`src/rtl/edfmlt_pkg.sv`:
```
// shared types, constants and saturating arithmetic for the edf lateness tracker
// no dependencies; imported by every module of the block
package edfmlt_pkg;

    localparam int SLOTS_DEF = 1024;

    localparam int DL_W   = 10;
    localparam int DUR_W  = 10;
    localparam int LAT_W  = 32;
    localparam int VAL_W  = 40;
    localparam int IN_W   = 8 * ((DL_W + DUR_W + 7) / 8);

    typedef logic signed [VAL_W-1:0] val_t;

    typedef struct packed {
        val_t best;
        val_t shift;
    } node_t;

    // one step of the root-to-leaf walk
    typedef struct packed {
        logic valid;
        logic leaf;
        logic term;
        logic add_sib;
    } walk_step_t;

    localparam val_t EMPTY_MARK = {1'b1, {(VAL_W-1){1'b0}}};
    localparam val_t VAL_CAP    = {1'b0, {(VAL_W-1){1'b1}}};
    localparam val_t LAT_TOP    = {{(VAL_W-LAT_W){1'b0}}, {LAT_W{1'b1}}};
    localparam val_t VAL_ZERO   = '0;
    localparam logic [LAT_W-1:0] LAT_CAP = '1;

    // operands never go below the empty mark, so only the upper bound can trip
    function automatic val_t sat_add(val_t a, val_t b);
        logic signed [VAL_W:0] s;
        s = $signed({a[VAL_W-1], a}) + $signed({b[VAL_W-1], b});
        if (s > $signed({1'b0, VAL_CAP}))
            return VAL_CAP;
        return s[VAL_W-1:0];
    endfunction

    function automatic val_t val_max(val_t a, val_t b);
        return (a > b) ? a : b;
    endfunction

    // subtree maximum seen from the parent: empty stays empty
    function automatic val_t node_eff(val_t best, val_t shift);
        if (best == EMPTY_MARK)
            return EMPTY_MARK;
        return sat_add(best, shift);
    endfunction

    function automatic logic [LAT_W-1:0] clamp_lat(val_t v);
        if (v[VAL_W-1] || v == VAL_ZERO)
            return '0;
        if (v > LAT_TOP)
            return LAT_CAP;
        return v[LAT_W-1:0];
    endfunction

endpackage

```
`src/rtl/edfmlt_walker.sv`:
```
// address walker: steps from the root to the leaf of the deadline slot, one level a cycle
// depends on edfmlt_pkg for the step struct
module edfmlt_walker
    import edfmlt_pkg::*;
#(
    parameter int SLOTS = SLOTS_DEF,
    parameter int AW    = $clog2(2 * SLOTS_DEF),
    parameter int SW    = $clog2(SLOTS_DEF + 1),
    parameter int DW    = $clog2($clog2(SLOTS_DEF) + 1)
)
(
    input  logic          clk,
    input  logic          rst_n,
    input  logic          start,
    input  logic [SW-1:0] from,
    output walk_step_t    step,
    output logic [AW-1:0] path_addr,
    output logic [AW-1:0] sib_addr,
    output logic [DW-1:0] depth
);

    localparam int XW = AW + 1;

    walk_step_t    step_reg, step_next;
    logic [AW-1:0] idx_reg, sib_reg;
    logic [SW-1:0] lo_reg, hi_reg, from_reg;
    logic [DW-1:0] depth_reg;

    logic [SW-1:0] span, mid, off, c_lo, c_hi;
    logic [AW-1:0] near_idx, far_idx;
    logic          go_left, past_lo;

    always_comb
    begin
        span     = hi_reg - lo_reg;
        mid      = lo_reg + (span >> 1);
        off      = mid - lo_reg;
        go_left  = from_reg < mid;
        past_lo  = from_reg > lo_reg;
        near_idx = idx_reg + AW'(1);
        far_idx  = AW'(XW'(idx_reg) + (XW'(off) << 1));
        c_lo     = go_left ? lo_reg : mid;
        c_hi     = go_left ? mid : hi_reg;

        step_next.valid   = 1'b1;
        step_next.leaf    = (c_hi - c_lo) == SW'(1);
        // first node on the path whose range starts at the deadline takes the add
        step_next.term    = past_lo && (c_lo == from_reg);
        // right sibling fully inside the suffix gets the add
        step_next.add_sib = go_left && past_lo;
    end

    always_ff @(posedge clk or negedge rst_n)
    begin
        if (!rst_n)
        begin
            step_reg  <= '0;
            idx_reg   <= '0;
            sib_reg   <= '0;
            lo_reg    <= '0;
            hi_reg    <= '0;
            from_reg  <= '0;
            depth_reg <= '0;
        end
        else if (start)
        begin
            step_reg.valid   <= 1'b1;
            step_reg.leaf    <= 1'b0;
            step_reg.term    <= (from == '0);
            step_reg.add_sib <= 1'b0;
            idx_reg          <= '0;
            sib_reg          <= '0;
            lo_reg           <= '0;
            hi_reg           <= SW'(SLOTS);
            from_reg         <= from;
            depth_reg        <= '0;
        end
        else if (step_reg.valid && !step_reg.leaf)
        begin
            step_reg  <= step_next;
            idx_reg   <= go_left ? near_idx : far_idx;
            sib_reg   <= go_left ? far_idx : near_idx;
            lo_reg    <= c_lo;
            hi_reg    <= c_hi;
            depth_reg <= depth_reg + DW'(1);
        end
        else
        begin
            step_reg.valid <= 1'b0;
        end
    end

    assign step      = step_reg;
    assign path_addr = idx_reg;
    assign sib_addr  = sib_reg;
    assign depth     = depth_reg;

endmodule

```
`config.mk`:
```
export PLATFORM = sky130hd
export DESIGN_NAME = edfmlt_walker
export DESIGN_NICKNAME = d
export VERILOG_FILES = /design/src/rtl/edfmlt_pkg.sv /design/src/rtl/edfmlt_walker.sv
export SDC_FILE = /design/constraint.sdc
export NUM_CORES = 1
export LEC_CHECK = 0
export ABC_AREA = 0
export ABC_CLOCK_PERIOD_IN_PS = 20900
export BUFFER_PORTS_ARGS = -buffer_cell sky130_fd_sc_hd__buf_2
export CORE_MARGIN = 10
export CORE_UTILIZATION = 25
export CTS_CLUSTER_DIAMETER = 60
export DETAILED_ROUTE_END_ITERATION = 16
export PLACE_DENSITY_LB_ADDON = 0.1
export SLEW_MARGIN = 10
export SYNTH_ARGS = -nofsm -noshare
export SYNTH_HDL_FRONTEND = slang
export SYNTH_SLANG_ARGS = --single-unit
```
`constraint.sdc`:
```
create_clock -name clk -period 20.9 [get_ports clk]
set_clock_uncertainty 0.2 [all_clocks]
set_input_delay 1.045 -clock clk [delete_from_list [all_inputs] [get_ports clk]]
set_output_delay 1.045 -clock clk [all_outputs]
set_load 0.02 [all_outputs]
```
==> results.toml <==
[worst_setup_path]
r2r-end = "step[2]"
endpoint_kind = "flip-flop"
crit_slowest_cell = "a2111oi_0"
crit_type = "flip-flop to flip-flop"
crit_path_max_fanout = 12
timing.rr.start = "lo_reg[1]"
r2r_setup_slack_ns = 12.25
max_stage_delay_ns = 0.64
crit_required_ns = 20.98
reg2reg_depth = 31
critical_path_arrival_ns = 8.72
cpMostUsedCell = "a21oi_1"
startpoint_type = "flip-flop"

[detailed_routing]
vias_per_cell = 5.038
wirelength_um = 19060
routedWlPerCell_um = 18.59
drt_first_iter_violations = 371
drtPass1Iterations = 5
num_vias = 5164
drc_errors = 0
antenna_left = 0

[yosys]
yosys_warnings = 0
synth_edf_count = 0
ys_async_sr_fraction_pct = 100.0
synth_flop_cell = "dfrtp_1"
ys_seq_area_share_pct = 27.28
netlist_instances = 702
syn_avg_cell_area_um2 = 8.233
syn_area_um2 = 5779
synth_nets = 791
ys_seq_elements = 63
ys_types = 53

[placed_design]
place_congestion = 0.8797
io_buffers = 43
dp_hpwl_um = 14300

[cells_and_area]
most-common-layout-cells = "78 x nand2_1, 74 x a21oi_1, 70 x ha_1, 69 x nor2_1, 63 x dfrtp_1"
drive_above_1_share_pct = 10.68
final_common_cell = "nand2_1"
syn_to_final_growth_pct = 14.42
layout.nets = 824
fillCellCount = 2480
diodes = 0

[run]
cap_violations = 0

[min_path]
hold_class = "flip-flop to flip-flop"
hold_end = "step[1]"
hp-start = "step[1]"
min_path_cells = 1

[floorplan]
initial_core_util_pct = 25.45
rows = 55
die_y_um = 172.0
fp.dieW_um = 172.0
core_region_area_um2 = 22710
io_pins = 44
die_area_um2 = 29600

[global_route]
grt_pass1_wl_um = 29620
met2_usage_pct = 20.95
use_met3_pct = 2.827
antenna_found_initial = 0
top_usage_layer = "met2"
use_met1_pct = 17.06
grt_pass1_vias = 5244
grt_use_total_pct = 13.07
gr-total-overflow = 0
grt_max_degree = 66

[cts]
clock_path_buffers = 2
cts_tree = "done"
cts_resized = 0
cts_setup_buffers = 0
root_buffer = "clkbuf_16"
htree_levels = 3
cts_buffers = 9
cts_sinks = 63
clk_pin_slew_ns = 0.07
insertion_delay_ns = 0.34
postCtsHoldBufs = 0

[sta]
worst_pin_slew_ns = 0.9056
setup-tns-final_ns = 0
fmax_ghz = 0.1157
finalCritPeriodShare_pct = 41.37
finalSetupViolCount = 0
finalMaxSlewViolations = 0
hold_viol_final = 0
period_needed_ns = 8.646
relSlewSlack_pct = 39.62
rsz0062_at_grt = "false"

[outcome]
status = "completed"
-- per-layer routing --
metal  up-vias  routed length [µm]
met5         -                   0
met4         0                 414
met3        25                 848
met2       111                8555
met1      2493                9238
li1       2535                   -
-- stage by stage --
step | worst slack [ns] | cell area [µm²] | util [%] | hold slack, ns | instances
final | 12.25 | 6613 | 29.12 | 0.2897 | 1025
after CTS | 12.32 | 6613 | 29.12 | 0.2998 | 1025
after global placement | 12.62 | 6314 | 27.80 | 0.2783 | 1009
after global routing | 11.73 | 6613 | 29.12 | 0.3157 | 1025
after floorplan | 13.91 | 5779 | - | 0.2819 | 702
after detailed placement | 12.36 | 6314 | 27.80 | 0.2847 | 1009
-- final cells by class --
cell class / count / area (µm²) / area share (%)
sequential: 63 / 1577 / 23.84
tap: 285 / 356.6 / 5.393
clock buffer: 10 / 229.0 / 3.463
timing repair buffer: 49 / 262.8 / 3.974
multi-input combinational: 566 / 3945 / 59.66
inverter: 46 / 172.7 / 2.611
clock inverter: 6 / 70.07 / 1.060
-- how the worst max path moves through the flow --
stage,from,endpoint,depth (start not counted)
floorplan,lo_reg[1],step[2],31
global placement,lo_reg[1],step[2],29
detailed placement,lo_reg[1],step[2],31
CTS,lo_reg[1],step[2],31
global route,lo_reg[1],step[2],33
finish,lo_reg[1],step[2],31
-- cells in the mapped netlist, types with 3 or more instances --
library cell / n / area share [%]
inv_1: 46 / 3.0
mux2i_1: 8 / 1.4
fa_1: 5 / 1.7
clkbuf_1: 24 / 1.6
nor2_1: 69 / 4.5
a211oi_1: 16 / 2.1
nor3_1: 9 / 0.78
a21oi_1: 74 / 6.4
and2_1: 5 / 0.54
a21o_1: 10 / 1.3
nand4_1: 5 / 0.54
o211ai_1: 11 / 1.4
a221o_1: 3 / 0.52
dfrtp_1: 63 / 27
a21boi_0: 3 / 0.39
mux2_2: 10 / 1.9
o21bai_1: 6 / 0.78
ha_1: 70 / 15
o21a_1: 11 / 1.4
o21ai_0: 37 / 3.2
a2111oi_0: 3 / 0.45
nand2b_1: 6 / 0.65
xor2_1: 22 / 3.3
xnor2_1: 42 / 6.4
and3_1: 10 / 1.1
nor4_1: 4 / 0.43
nand3_1: 7 / 0.61
nor2b_1: 8 / 0.87
nor3b_1: 5 / 0.65
nand2_1: 78 / 5.1
o31ai_1: 3 / 0.39
-- kinds of logic (layout without fill, tap and decap cells) --
logic type | count (synthesis) | after routing | synth area share (%)
AOI/OAI and AO/OA | 196 | 196 | 21.48
xor gates and xnor gates | 64 | 64 | 9.699
adders and majority gates | 75 | 75 | 16.89
buffers and inverters | 73 | 111 | 4.785
DFF | 63 | 63 | 27.28
muxes | 18 | 18 | 3.334
and+or+nand+nor | 213 | 213 | 16.54
-- critical path, delay by kind of cell, from the launching register on --
kind,cells,cell delay (ns)
compound gates,18,4.99
fa+ha+maj,4,1.46
buf+inv,3,0.59
flops,1,0.44
xor+xnor,2,0.41
simple gates,3,0.40
mux,1,0.07
Power is left out: the tool's default activity adds up to more than one toggle a clock period on the data nets, which glitch-free logic cannot reach.
